<file path="config.mk">
export PLATFORM = sky130hd
export DESIGN_NAME = knn_top3_majority_vote
export DESIGN_NICKNAME = d
export VERILOG_FILES = /design/src/knn_pkg.sv /design/src/knn_lane.sv /design/src/knn_sum.sv /design/src/knn_slots.sv /design/src/knn_vote.sv /design/src/knn_top3_majority_vote.sv
export SDC_FILE = /design/constraint.sdc
export NUM_CORES = 2
export LEC_CHECK = 0
export ABC_CLOCK_PERIOD_IN_PS = 34600
export BUFFER_PORTS_ARGS = -buffer_cell sky130_fd_sc_hd__buf_2
export CAP_MARGIN = 20
export CORE_MARGIN = 2
export CORE_UTILIZATION = 57
export DETAILED_ROUTE_END_ITERATION = 6
export PLACE_DENSITY = 0.75
export SYNTH_ARGS = -nofsm -noshare
export SYNTH_HDL_FRONTEND = slang
export SYNTH_SLANG_ARGS = --single-unit
</file>
<file path="constraint.sdc">
create_clock -name clock -period 34.6 [get_ports clock]
set_input_delay 1.73 -clock clock [delete_from_list [all_inputs] [get_ports clock]]
set_output_delay 1.73 -clock clock [all_outputs]
set_load 0.005 [all_outputs]
</file>
<file path="src/knn_pkg.sv">
package knn_pkg;

   localparam int FeatW     = 11;
   localparam int SqW       = 2 * FeatW;
   localparam int PairW     = SqW + 1;
   localparam int DistW     = 25;
   localparam int LabelW    = 4;
   localparam int RecIdW    = 16;
   localparam int CountW    = 2;
   localparam int MaxFeat   = 8;
   localparam int NumPairs  = MaxFeat / 2;
   localparam int NumQuery  = 8;
   localparam int OutSlots  = 3;
   localparam int CsrDataW  = 32;
   localparam int CsrIdxW   = $clog2(NumQuery);
   localparam int CsrAddrW  = CsrIdxW + 2;

   localparam int NUM_FEATURES_DEF   = 8;
   localparam int NUM_NEIGHBOURS_DEF = 3;
   localparam int ID_WIDTH_DEF       = 16;

   // side data that travels with a record down the distance pipeline
   typedef struct packed {
      logic [LabelW-1:0] label;
      logic [RecIdW-1:0] id;
      logic              last;
   } meta_type;

   // one reported neighbour; fields are zero when the slot is empty
   typedef struct packed {
      logic              valid;
      logic [DistW-1:0]  distance;
      logic [RecIdW-1:0] id;
      logic [LabelW-1:0] label;
   } nbr_type;

endpackage

</file>
<file path="src/knn_lane.sv">
module knn_lane
   import knn_pkg::*;
(
   input  logic             clock,
   input  logic             en,
   input  logic [FeatW-1:0] score,
   input  logic [FeatW-1:0] query,
   output logic [SqW-1:0]   sq_ff
);

   logic [FeatW-1:0] diff;
   logic [SqW-1:0]   sq_in;

   always_comb begin
      diff  = (score > query) ? (score - query) : (query - score);
      sq_in = SqW'(diff) * SqW'(diff);
   end

   always_ff @(posedge clock) begin
      if (en) begin
         sq_ff <= sq_in;
      end
   end

endmodule

</file>
<file path="src/knn_sum.sv">
module knn_sum
   import knn_pkg::*;
(
   input  logic             clock,
   input  logic             reset,
   input  logic             in_valid,
   output logic             in_ready,
   input  logic [SqW-1:0]   in_sq [MaxFeat],
   input  meta_type         in_meta,
   output logic             out_valid,
   input  logic             out_ready,
   output logic [DistW-1:0] out_dist,
   output meta_type         out_meta
);

   logic             pa_valid_ff;
   logic [PairW-1:0] pa_sum_ff [NumPairs];
   meta_type         pa_meta_ff;
   logic             pb_valid_ff;
   logic [DistW-1:0] pb_dist_ff;
   meta_type         pb_meta_ff;
   logic             pa_ready;
   logic             pb_ready;
   logic [DistW-1:0] pb_dist_in;

   assign pb_ready = !pb_valid_ff || out_ready;
   assign pa_ready = !pa_valid_ff || pb_ready;
   assign in_ready = pa_ready;

   always_comb begin
      pb_dist_in = '0;
      for (int p = 0; p < NumPairs; p++) begin
         pb_dist_in = pb_dist_in + DistW'(pa_sum_ff[p]);
      end
   end

   always_ff @(posedge clock) begin
      if (reset) begin
         pa_valid_ff <= 1'b0;
         pb_valid_ff <= 1'b0;
      end else begin
         if (pa_ready) begin
            pa_valid_ff <= in_valid;
         end
         if (pb_ready) begin
            pb_valid_ff <= pa_valid_ff;
         end
      end
   end

   always_ff @(posedge clock) begin
      if (pa_ready && in_valid) begin
         for (int p = 0; p < NumPairs; p++) begin
            pa_sum_ff[p] <= PairW'(in_sq[2*p]) + PairW'(in_sq[2*p+1]);
         end
         pa_meta_ff <= in_meta;
      end
      if (pb_ready && pa_valid_ff) begin
         pb_dist_ff <= pb_dist_in;
         pb_meta_ff <= pa_meta_ff;
      end
   end

   assign out_valid = pb_valid_ff;
   assign out_dist  = pb_dist_ff;
   assign out_meta  = pb_meta_ff;

endmodule

</file>
<file path="src/knn_slots.sv">
module knn_slots
   import knn_pkg::*;
#(
   parameter int NUM_NEIGHBOURS = NUM_NEIGHBOURS_DEF,
   parameter int ID_WIDTH       = ID_WIDTH_DEF
) (
   input  logic             clock,
   input  logic             reset,
   input  logic             in_valid,
   output logic             in_ready,
   input  logic [DistW-1:0] in_dist,
   input  meta_type         in_meta,
   output logic             out_valid,
   input  logic             out_ready,
   output nbr_type          out_nbr [OutSlots]
);

   logic                valid_ff [NUM_NEIGHBOURS];
   logic [DistW-1:0]    dist_ff  [NUM_NEIGHBOURS];
   logic [ID_WIDTH-1:0] id_ff    [NUM_NEIGHBOURS];
   logic [LabelW-1:0]   label_ff [NUM_NEIGHBOURS];

   logic                valid_in [NUM_NEIGHBOURS];
   logic [DistW-1:0]    dist_in  [NUM_NEIGHBOURS];
   logic [ID_WIDTH-1:0] id_in    [NUM_NEIGHBOURS];
   logic [LabelW-1:0]   label_in [NUM_NEIGHBOURS];
   logic                nearer   [NUM_NEIGHBOURS];

   logic                snap_valid_ff;
   nbr_type             snap_ff  [OutSlots];
   nbr_type             snap_in  [OutSlots];
   logic                snap_ready;
   logic                take;
   logic [31:0]         rec_id_ext;
   logic [ID_WIDTH-1:0] rec_id;

   assign snap_ready = !snap_valid_ff || out_ready;
   assign in_ready   = !in_meta.last || snap_ready;
   assign take       = in_valid && in_ready;
   assign rec_id_ext = 32'(in_meta.id);
   assign rec_id     = rec_id_ext[ID_WIDTH-1:0];

   // slots are sorted and filled from slot 0, so nearer[] is monotonic and its
   // first set bit is the insert position
   always_comb begin
      for (int k = 0; k < NUM_NEIGHBOURS; k++) begin
         nearer[k] = !valid_ff[k] || (in_dist < dist_ff[k]);
      end
      for (int k = 0; k < NUM_NEIGHBOURS; k++) begin
         valid_in[k] = valid_ff[k];
         dist_in[k]  = dist_ff[k];
         id_in[k]    = id_ff[k];
         label_in[k] = label_ff[k];
         if (nearer[k]) begin
            if (k == 0) begin
               valid_in[k] = 1'b1;
               dist_in[k]  = in_dist;
               id_in[k]    = rec_id;
               label_in[k] = in_meta.label;
            end else if (!nearer[(k == 0) ? 0 : k - 1]) begin
               valid_in[k] = 1'b1;
               dist_in[k]  = in_dist;
               id_in[k]    = rec_id;
               label_in[k] = in_meta.label;
            end else begin
               valid_in[k] = valid_ff[(k == 0) ? 0 : k - 1];
               dist_in[k]  = dist_ff[(k == 0) ? 0 : k - 1];
               id_in[k]    = id_ff[(k == 0) ? 0 : k - 1];
               label_in[k] = label_ff[(k == 0) ? 0 : k - 1];
            end
         end
      end
   end

   for (genvar s = 0; s < OutSlots; s++) begin : g_snap
      if (s < NUM_NEIGHBOURS) begin : g_used
         logic [31:0] id_ext;
         assign id_ext = 32'(id_in[s]);
         always_comb begin
            snap_in[s].valid    = valid_in[s];
            snap_in[s].distance = valid_in[s] ? dist_in[s] : '0;
            snap_in[s].id       = valid_in[s] ? id_ext[RecIdW-1:0] : '0;
            snap_in[s].label    = valid_in[s] ? label_in[s] : '0;
         end
      end else begin : g_none
         assign snap_in[s] = '0;
      end
   end

   always_ff @(posedge clock) begin
      if (reset) begin
         for (int k = 0; k < NUM_NEIGHBOURS; k++) begin
            valid_ff[k] <= 1'b0;
         end
         snap_valid_ff <= 1'b0;
      end else begin
         if (take) begin
            for (int k = 0; k < NUM_NEIGHBOURS; k++) begin
               valid_ff[k] <= in_meta.last ? 1'b0 : valid_in[k];
            end
         end
         if (take && in_meta.last) begin
            snap_valid_ff <= 1'b1;
         end else if (out_ready) begin
            snap_valid_ff <= 1'b0;
         end
      end
   end

   always_ff @(posedge clock) begin
      if (take) begin
         for (int k = 0; k < NUM_NEIGHBOURS; k++) begin
            dist_ff[k]  <= dist_in[k];
            id_ff[k]    <= id_in[k];
            label_ff[k] <= label_in[k];
         end
      end
      if (take && in_meta.last) begin
         snap_ff <= snap_in;
      end
   end

   assign out_valid = snap_valid_ff;
   assign out_nbr   = snap_ff;

endmodule

</file>
<file path="src/knn_vote.sv">
module knn_vote
   import knn_pkg::*;
(
   input  logic              clock,
   input  logic              reset,
   input  logic              in_valid,
   output logic              in_ready,
   input  nbr_type           in_nbr [OutSlots],
   output logic              rsp_valid,
   input  logic              rsp_stall,
   output nbr_type           rsp_nbr [OutSlots],
   output logic [CountW-1:0] rsp_count,
   output logic [LabelW-1:0] rsp_vote
);

   logic              valid_ff;
   nbr_type           nbr_ff [OutSlots];
   logic [CountW-1:0] count_ff;
   logic [LabelW-1:0] vote_ff;
   logic [CountW-1:0] count_in;
   logic [LabelW-1:0] vote_in;
   logic              m01, m02, m12;

   assign in_ready = !valid_ff || !rsp_stall;

   always_comb begin
      count_in = CountW'(in_nbr[0].valid) + CountW'(in_nbr[1].valid)
               + CountW'(in_nbr[2].valid);
      m01 = in_nbr[0].valid && in_nbr[1].valid && (in_nbr[0].label == in_nbr[1].label);
      m02 = in_nbr[0].valid && in_nbr[2].valid && (in_nbr[0].label == in_nbr[2].label);
      m12 = in_nbr[1].valid && in_nbr[2].valid && (in_nbr[1].label == in_nbr[2].label);
      // empty slots carry label 0, but every match term requires both slots to be valid
      priority if (m01 || m02) begin
         vote_in = in_nbr[0].label;
      end else if (m12) begin
         vote_in = in_nbr[1].label;
      end else begin
         vote_in = in_nbr[0].label;
      end
   end

   always_ff @(posedge clock) begin
      if (reset) begin
         valid_ff <= 1'b0;
      end else if (in_ready) begin
         valid_ff <= in_valid;
      end
   end

   always_ff @(posedge clock) begin
      if (in_ready && in_valid) begin
         nbr_ff   <= in_nbr;
         count_ff <= count_in;
         vote_ff  <= vote_in;
      end
   end

   assign rsp_valid = valid_ff;
   assign rsp_nbr   = nbr_ff;
   assign rsp_count = count_ff;
   assign rsp_vote  = vote_ff;

endmodule

</file>
<file path="src/knn_top3_majority_vote.sv">
// channel   direction  handshake             carries
// req_*     in         req_valid/req_stall   one reference record per transfer
// rsp_*     out        rsp_valid/rsp_stall   three neighbours, count and vote per last record
// csr_*     in         APB psel/penable      query features 0..7 at byte address 4*i
//
// One record per cycle while req_stall is low; the slot list updates once per record, which
// sets the rate. rsp_valid rises once the last record has passed the lane square register,
// the two adder-tree stages, the slot update and the vote register.
// Synchronous reset empties all slots and pipeline stages and clears the query.
// While rsp_stall holds a result the slot stage still keeps one more; the last record
// after that waits at the slot list, and req_stall rises once the two stages behind it fill.
module knn_top3_majority_vote
   import knn_pkg::*;
#(
   parameter int NUM_FEATURES   = NUM_FEATURES_DEF,
   parameter int NUM_NEIGHBOURS = NUM_NEIGHBOURS_DEF,
   parameter int ID_WIDTH       = ID_WIDTH_DEF
) (
   input  logic                clock,
   input  logic                reset,

   input  logic                req_valid,
   output logic                req_stall,
   input  logic [FeatW-1:0]    req_score_0,
   input  logic [FeatW-1:0]    req_score_1,
   input  logic [FeatW-1:0]    req_score_2,
   input  logic [FeatW-1:0]    req_score_3,
   input  logic [FeatW-1:0]    req_score_4,
   input  logic [FeatW-1:0]    req_score_5,
   input  logic [FeatW-1:0]    req_score_6,
   input  logic [FeatW-1:0]    req_score_7,
   input  logic [LabelW-1:0]   req_type_label,
   input  logic [RecIdW-1:0]   req_record_id,
   input  logic                req_last_record,

   output logic                rsp_valid,
   input  logic                rsp_stall,
   output logic [RecIdW-1:0]   rsp_first_id,
   output logic [DistW-1:0]    rsp_first_distance,
   output logic [LabelW-1:0]   rsp_first_label,
   output logic [RecIdW-1:0]   rsp_second_id,
   output logic [DistW-1:0]    rsp_second_distance,
   output logic [LabelW-1:0]   rsp_second_label,
   output logic [RecIdW-1:0]   rsp_third_id,
   output logic [DistW-1:0]    rsp_third_distance,
   output logic [LabelW-1:0]   rsp_third_label,
   output logic [CountW-1:0]   rsp_filled_count,
   output logic [LabelW-1:0]   rsp_predicted_label,

   input  logic                csr_psel,
   input  logic                csr_penable,
   input  logic                csr_pwrite,
   input  logic [CsrAddrW-1:0] csr_paddr,
   input  logic [CsrDataW-1:0] csr_pwdata,
   output logic [CsrDataW-1:0] csr_prdata,
   output logic                csr_pready
);

   logic [FeatW-1:0]   query_ff [NumQuery];
   logic [CsrIdxW-1:0] csr_idx;
   logic               csr_wr;

   logic [FeatW-1:0]   score [MaxFeat];
   logic [SqW-1:0]     sq    [MaxFeat];
   logic               s1_valid_ff;
   meta_type           s1_meta_ff;
   logic               s1_ready;
   logic               s1_load;

   logic               sum_ready;
   logic               sum_valid;
   logic [DistW-1:0]   sum_dist;
   meta_type           sum_meta;
   logic               slot_ready;
   logic               snap_valid;
   logic               vote_ready;
   nbr_type            snap_nbr [OutSlots];
   nbr_type            rsp_nbr  [OutSlots];

   // configuration
   assign csr_idx    = csr_paddr[CsrAddrW-1:2];
   assign csr_wr     = csr_psel && csr_penable && csr_pwrite && csr_pready;
   assign csr_pready = 1'b1;
   assign csr_prdata = CsrDataW'(query_ff[csr_idx]);

   always_ff @(posedge clock) begin
      if (reset) begin
         for (int q = 0; q < NumQuery; q++) begin
            query_ff[q] <= '0;
         end
      end else if (csr_wr) begin
         query_ff[csr_idx] <= csr_pwdata[FeatW-1:0];
      end
   end

   // feature lanes
   assign score[0] = req_score_0;
   assign score[1] = req_score_1;
   assign score[2] = req_score_2;
   assign score[3] = req_score_3;
   assign score[4] = req_score_4;
   assign score[5] = req_score_5;
   assign score[6] = req_score_6;
   assign score[7] = req_score_7;

   assign s1_ready  = !s1_valid_ff || sum_ready;
   assign s1_load   = req_valid && s1_ready;
   assign req_stall = !s1_ready;

   for (genvar f = 0; f < MaxFeat; f++) begin : g_lane
      if (f < NUM_FEATURES) begin : g_on
         knn_lane u_lane (
            .clock (clock),
            .en    (s1_load),
            .score (score[f]),
            .query (query_ff[f]),
            .sq_ff (sq[f])
         );
      end else begin : g_off
         assign sq[f] = '0;
      end
   end

   always_ff @(posedge clock) begin
      if (reset) begin
         s1_valid_ff <= 1'b0;
      end else if (s1_ready) begin
         s1_valid_ff <= req_valid;
      end
   end

   always_ff @(posedge clock) begin
      if (s1_load) begin
         s1_meta_ff.label <= req_type_label;
         s1_meta_ff.id    <= req_record_id;
         s1_meta_ff.last  <= req_last_record;
      end
   end

   knn_sum u_sum (
      .clock     (clock),
      .reset     (reset),
      .in_valid  (s1_valid_ff),
      .in_ready  (sum_ready),
      .in_sq     (sq),
      .in_meta   (s1_meta_ff),
      .out_valid (sum_valid),
      .out_ready (slot_ready),
      .out_dist  (sum_dist),
      .out_meta  (sum_meta)
   );

   knn_slots #(
      .NUM_NEIGHBOURS (NUM_NEIGHBOURS),
      .ID_WIDTH       (ID_WIDTH)
   ) u_slots (
      .clock     (clock),
      .reset     (reset),
      .in_valid  (sum_valid),
      .in_ready  (slot_ready),
      .in_dist   (sum_dist),
      .in_meta   (sum_meta),
      .out_valid (snap_valid),
      .out_ready (vote_ready),
      .out_nbr   (snap_nbr)
   );

   knn_vote u_vote (
      .clock     (clock),
      .reset     (reset),
      .in_valid  (snap_valid),
      .in_ready  (vote_ready),
      .in_nbr    (snap_nbr),
      .rsp_valid (rsp_valid),
      .rsp_stall (rsp_stall),
      .rsp_nbr   (rsp_nbr),
      .rsp_count (rsp_filled_count),
      .rsp_vote  (rsp_predicted_label)
   );

   assign rsp_first_id        = rsp_nbr[0].id;
   assign rsp_first_distance  = rsp_nbr[0].distance;
   assign rsp_first_label     = rsp_nbr[0].label;
   assign rsp_second_id       = rsp_nbr[1].id;
   assign rsp_second_distance = rsp_nbr[1].distance;
   assign rsp_second_label    = rsp_nbr[1].label;
   assign rsp_third_id        = rsp_nbr[2].id;
   assign rsp_third_distance  = rsp_nbr[2].distance;
   assign rsp_third_label     = rsp_nbr[2].label;

endmodule

</file>
==> Word level (Yosys, flattened, before mapping) <==
Memory sizes are Yosys's and may differ from the RTL's.
Index checks and enable logic that the tools add are counted.
{ "word_totals": {"mem_bits_rw": 318, "input_bits": 153, "regBits": 548, "wordCells": 191, "mem_count": 6} }
{ "memory_table": {"columns": ["name", "depth", "word_bits", "read_ports", "rd_ports_with_merged_regs", "wr", "line", "source"], "rows": [
  ["u_sum.pa_sum_ff", 4, 23, 4, 0, 4, "knn_sum.sv:17", "logic [PairW-1:0] pa_sum_ff [NumPairs];"],
  ["query_ff", 8, 11, 9, 0, 8, "knn_top3_majority_vote.sv:59", "logic [FeatW-1:0] query_ff [NumQuery];"],
  ["u_slots.dist_ff", 3, 25, 3, 0, 3, "knn_slots.sv:19", "logic [DistW-1:0] dist_ff [NUM_NEIGHBOURS];"],
  ["u_slots.id_ff", 3, 16, 3, 0, 3, "knn_slots.sv:20", "logic [ID_WIDTH-1:0] id_ff [NUM_NEIGHBOURS];"],
  ["u_slots.label_ff", 3, 4, 3, 0, 3, "knn_slots.sv:21", "logic [LabelW-1:0] label_ff [NUM_NEIGHBOURS];"],
  ["u_slots.valid_ff", 3, 1, 3, 0, 3, "knn_slots.sv:18", "logic valid_ff [NUM_NEIGHBOURS];"]
]} }
{ "classes": {"reduce_logical": 37, "bitwise_logic": 3, "n_lt_le_gt_ge": 11, "addsub": 25, "n_mux": 52, "n_eq_ne": 3, "multipliers": 8} }
{ "ops": {"columns": ["operator", "count"], "rows": [
  ["11-bit by 11-bit multiplier with 22-bit output", 8],
  ["11-bit subtractor", 16],
  ["25-bit 2-to-1 mux", 5],
  ["11-bit 2-to-1 mux", 9],
  ["22-bit by 22-bit adder with 23-bit output", 4],
  ["11-bit greater-than comparator", 8],
  ["16-bit 2-to-1 mux", 5],
  ["25-bit < comparator", 3],
  ["25-bit by 23-bit adder with 25-bit output", 2],
  ["4-bit 2-to-1 mux", 7],
  ["1-bit 2-to-1 mux", 25],
  ["23-bit by 23-bit adder with 24-bit output", 1],
  ["1-bit logical AND", 14],
  ["4-bit == test", 3],
  ["1-bit zero test", 11],
  ["11-bit OR reduction", 1],
  ["1-bit logical OR", 10],
  ["3-bit 2-to-1 mux", 1],
  ["1-bit bitwise OR", 3],
  ["1-bit by 1-bit adder with 2-bit output", 1],
  ["2-bit by 1-bit adder with 2-bit output", 1],
  ["2-bit nonzero test", 1]
]} }

==> Logic depth before layout (Yosys ltp) <==
{ "depth": {"word_depth": 9, "ltp_mapped": 35, "depth_no_buf": 33} }

==> Modules after synthesis <==
From an unflattened synthesis, not the netlist that was laid out.
{ "hier_totals": {"hier_cells": 7054, "hier_area_um2": 74771.7} }
{ "by_module_without_submodules": {"columns": ["module", "area_each_um2", "cells_each", "seq_area_each_um2", "instances"], "rows": [
  ["knn_lane at g_lane[0].g_on.u_lane ...", 4859.7, 529, 630.6, 5],
  ["knn_slots", 14611.5, 1207, 8308.0, 1],
  ["knn_sum", 11426.0, 1065, 4814.6, 1],
  ["knn_lane at g_lane[6].g_on.u_lane ...", 4931.0, 551, 630.6, 2],
  ["knn_lane at g_lane[5].g_on.u_lane", 4997.3, 555, 630.6, 1],
  ["knn_top3_majority_vote", 4974.8, 303, 3293.2, 1],
  ["knn_vote", 4601.9, 177, 4344.2, 1]
]} }

==> Least setup slack after synthesis <==
No wires, ideal clock.
{ "synth_path": {"kind": "input port to flip-flop", "start": "input rsp_stall", "end": "register u_vote.count_ff[0], in the netlist u_vote.rsp_count[0], enable pin", "setup_slack_ns": 21.831, "stages": 1, "required_ns": 33.745, "n_path_buf": 0, "t_arrival_ns": 11.914, "setup_time_ns": 0.855, "cell_sequence": "a21boi_0"} }
{ "synth_between": {"elab_chain_len": 3} }
{ "synth_lines": {"columns": ["element", "line", "source"], "rows": [
  ["from (decl)", "knn_top3_majority_vote.sv:37", "input logic rsp_stall,"],
  ["1-bit zero test", "knn_vote.sv:24", "assign in_ready = !valid_ff || !rsp_stall;"],
  ["1-bit logical OR", "knn_vote.sv:24", null],
  ["1-bit logical AND", "knn_vote.sv:51", "if (in_ready && in_valid) begin"],
  ["to (signal assigned)", "knn_vote.sv:53", "count_ff <= count_in;"],
  ["to (decl)", "knn_vote.sv:18", "logic [CountW-1:0] count_ff;"]
]} }
Every way passes these cells.
A chain may end at the register's enable or synchronous reset.

==> Worst setup path after layout <==
{ "layout_path": {"start": "input req_score_2[4]", "end": "register g_lane[2].g_on.u_lane.sq_ff[21], data pin"} }
{ "layout_between": {"elab_chain_len": 3} }
{ "layout_lines": {"columns": ["element", "line", "source"], "rows": [
  ["from (decl)", "knn_top3_majority_vote.sv:26", "input logic [FeatW-1:0] req_score_2,"],
  ["11-bit subtractor or 11-bit greater-than comparator (tied branches)", "knn_lane.sv:15", "diff = (score > query) ? (score - query) : (query - score);"],
  ["11-bit 2-to-1 mux *", "knn_lane.sv:15", null],
  ["11-bit by 11-bit multiplier with 22-bit output *", "knn_lane.sv:16", "sq_in = SqW'(diff) * SqW'(diff);"],
  ["named net g_lane[2].g_on.u_lane.sq_in[21]", "knn_lane.sv:12", "logic [SqW-1:0] sq_in;"],
  ["to (signal assigned)", "knn_lane.sv:21", "sq_ff <= sq_in;"],
  ["to (decl)", "knn_lane.sv:8", "output logic [SqW-1:0] sq_ff"]
]} }
The timed path passes the listed nets; every way through them passes the cells marked *.

==> flow_metrics.tcl <==
set metrics [dict create \
    outcome "complete, no violations" \
    cp.buffers_inverters 6 \
    reg2reg_slack_ns 25.19 \
    cp_max_fo 18 \
    synth_edf_count 853 \
    r2r-start "query_ff[2][4]$_SDFFCE_PN0P_" \
    timing.slew.headroom_pct 22.03 \
    yosysUniqueCellTypes 101 \
    rsz0062_at_grt "no" \
    dieHeight_um 359.0 \
    avgRoutedWirePerCell_um 18.65 \
    clk_pin_slew_worst_paths_ns 0.06 \
    postCtsSetupBuffers 0 \
    setup_tns_ns 0 \
    row_count 130 \
    min-delay-path-class "reg -> reg" \
    area.growth.synth_to_final_pct 8.549 \
    finalCriticalPeriod_ns 9.952 \
    dp_hpwl_mm 129.2 \
    io_pins 329 \
    drt_pre_antenna_iters 6 \
    cts_tree "built" \
    dp.cells 8558 \
    finalHoldViolCount 0 \
    cts_hold_buffers 0 \
    finalCritPeriodShare_pct 28.76 \
    setup_violations 0 \
    grt_pass1_vias 49060 \
    htreeDepth 3 \
    coreArea_um2 125400 \
    postSynthCellCount 6758 \
    drv_cap 0 \
    syn_area_um2 71820 \
    grt_use_total_pct 25.46 \
    crit_start "req_score_2[4]" \
    wirelength_mm 162.7 \
    tightest_slew_ns 1.161 \
    final_common_cell "inv_1" \
    drt_iter0_drc 3814 \
    fmax_mhz 100.5 \
    fp.dieW_um 359.0 \
    layout_common_cells "1198 x inv_1, 853 x edfxtp_1, 791 x ha_1" \
    worstPathRequired_ns 35.04 \
    clock_path_buffers 3 \
    ys.flop_type "edfxtp_1" \
    layout.nets 8489 \
    root_buffer "clkbuf_16" \
    worstPathArrival_ns 10.40 \
    grt_overflow 0 \
    grt_pass1_wl_mm 261.0 \
    gp_congestion 0.9049 \
    fin_cells 8723 \
    drc_errors 0 \
    slowest_stage "xor2_1" \
    numClockSinks 858 \
    ant_nets 0 \
    io_buffers 283 \
    worstSetupEndpointType "flop" \
    ctsResizeCount 0 \
    vias_per_cell 5.560 \
    start_util_pct 57.27 \
    ys_warn_count 0 \
    crit_type "in -> reg" \
    synth-async-reset-ratio_pct 0 \
    grt_antenna_before_repair 17 \
    synth_seq_area_share_pct 35.80 \
    worstHoldStart "u_slots.out_nbr[135]$_SDFFCE_PN0P_" \
    start_kind "input pin" \
    skew_ns 0.04296 \
    fillers 9920 \
    final-max-slew-violation-count 0 \
    cp_top_family "adder cells" \
    ys_ff_latch 858 \
    drive_gt1_share_pct 9.861 \
    clock_latency_ns 0.68 \
    cpPeakStageDelay_ns 0.90 \
    die_area_um2 128900 \
    cts_inserted_buffers 88 \
    grt_max_degree 169 \
    syn_avg_cell_area_um2 10.63 \
    vias 48500 \
]
## synthesized netlist by cell type (117+ instances only)
master / instances / area share [%]
fa_1: 545 / 15
o21ai_0: 245 / 1.7
ha_1: 791 / 14
mux2i_1: 117 / 1.6
inv_1: 1198 / 6.3
nor2_1: 571 / 3.0
mux2_2: 121 / 1.9
xnor2_1: 233 / 2.8
a21o_1: 146 / 1.5
nand2_1: 339 / 1.8
a21oi_1: 320 / 2.2
edfxtp_1: 853 / 36
## cell families (layout without fill, tap and decap cells)
group | Yosys count | in the layout | share of synthesized area, %
AOI/OAI and AO/OA | 1045 | 1045 | 9.246
xor gates and xnor gates | 359 | 359 | 4.551
adders and majority gates | 1336 | 1336 | 28.97
buffers and inverters | 1398 | 1687 | 7.573
DFF | 858 | 858 | 35.80
muxes | 254 | 254 | 4.007
other | 2 | 28 | 0.01046
and+or+nand+nor | 1506 | 1506 | 9.836
## path summary, 6_finish.rpt
path | end | cells after the start
setup reg to reg | g_lane[2].g_on.u_lane.sq_ff[21]$_DFFE_PP_ | 27
hold / removal | u_vote.rsp_nbr[135]$_DFFE_PP_ | 0
setup / recovery | g_lane[2].g_on.u_lane.sq_ff[21]$_DFFE_PP_ | 29
hold reg to reg | u_vote.rsp_nbr[135]$_DFFE_PP_ | 0
## worst reg2reg max path, cell delays in order, from the launching register on
cell       delay (ns)
edfxtp_1         0.55
ha_1             0.49
nand2_1          0.15
a211o_1          0.30
a211oi_2         0.23
o21ai_1          0.14
a211oi_4         0.78
nor3b_1          0.11
a31oi_1          0.20
xor2_1           0.90
inv_1            0.20
fa_1             0.53
fa_1             0.50
inv_1            0.06
fa_1             0.50
fa_1             0.54
inv_1            0.05
fa_1             0.53
inv_1            0.05
ha_1             0.35
or3_1            0.32
o21ai_0          0.07
a21oi_1          0.06
a21oi_1          0.29
o21ai_0          0.15
a2111oi_0        0.61
o41ai_1          0.19
xor2_1           0.31
## per-layer routing
layer  wire length (µm)  GRT usage, %
met1              66910         33.35
met2              79030         43.38
met3              10590         3.793
met4               6077         8.646
met5                 81             0
## state kept, by name, summed over array words and instances, names as in the netlist
name / count
g_lane.g_on.u_lane.sq_ff: 168
u_slots.out_nbr: 138
u_vote.rsp_nbr: 135
u_sum.pa_sum_ff: 92
query_ff: 88
u_slots.dist_ff: 75
u_slots.id_ff: 48
u_sum.out_dist: 25
s1_meta_ff: 21
u_sum.out_meta: 21
u_sum.pa_meta_ff: 21
u_slots.label_ff: 12
u_vote.rsp_vote: 4
u_slots.valid_ff: 3
u_vote.rsp_count: 2
s1_valid_ff: 1
u_slots.out_valid: 1
u_sum.out_valid: 1
u_sum.pa_valid_ff: 1
u_vote.rsp_valid: 1
## final cells by class
| class | count | area (µm²) | share of cell area, % |
|---|---|---|---|
| diodes | 5 | 12.51 | 0.01605 |
| clock buffers | 97 | 2257 | 2.895 |
| clock inverters | 61 | 790.8 | 1.014 |
| inverters | 1208 | 4534 | 5.816 |
| multi-input cells | 4523 | 40830 | 52.37 |
| flip-flops and latches | 858 | 25710 | 32.99 |
| well taps | 1650 | 2064 | 2.648 |
| repair buffers | 321 | 1754 | 2.250 |
## metrics by stage
stage | util, % | hold slack [ns] | area (µm²) | setup slack [ns]
after floorplan | - | 0.4003 | 71900 | 21.83
after CTS | 62.11 | 0.3919 | 77890 | 24.75
after detailed placement | 59.68 | 0.4045 | 74840 | 24.06
final | 62.16 | 0.3953 | 77960 | 24.65
after global placement | 59.68 | 0.4025 | 74840 | 24.22
after global routing | 62.16 | 0.4081 | 77950 | 24.11
Power is left out: the tool's default activity adds up to more than one toggle a clock period on the data nets, which glitch-free logic cannot reach.
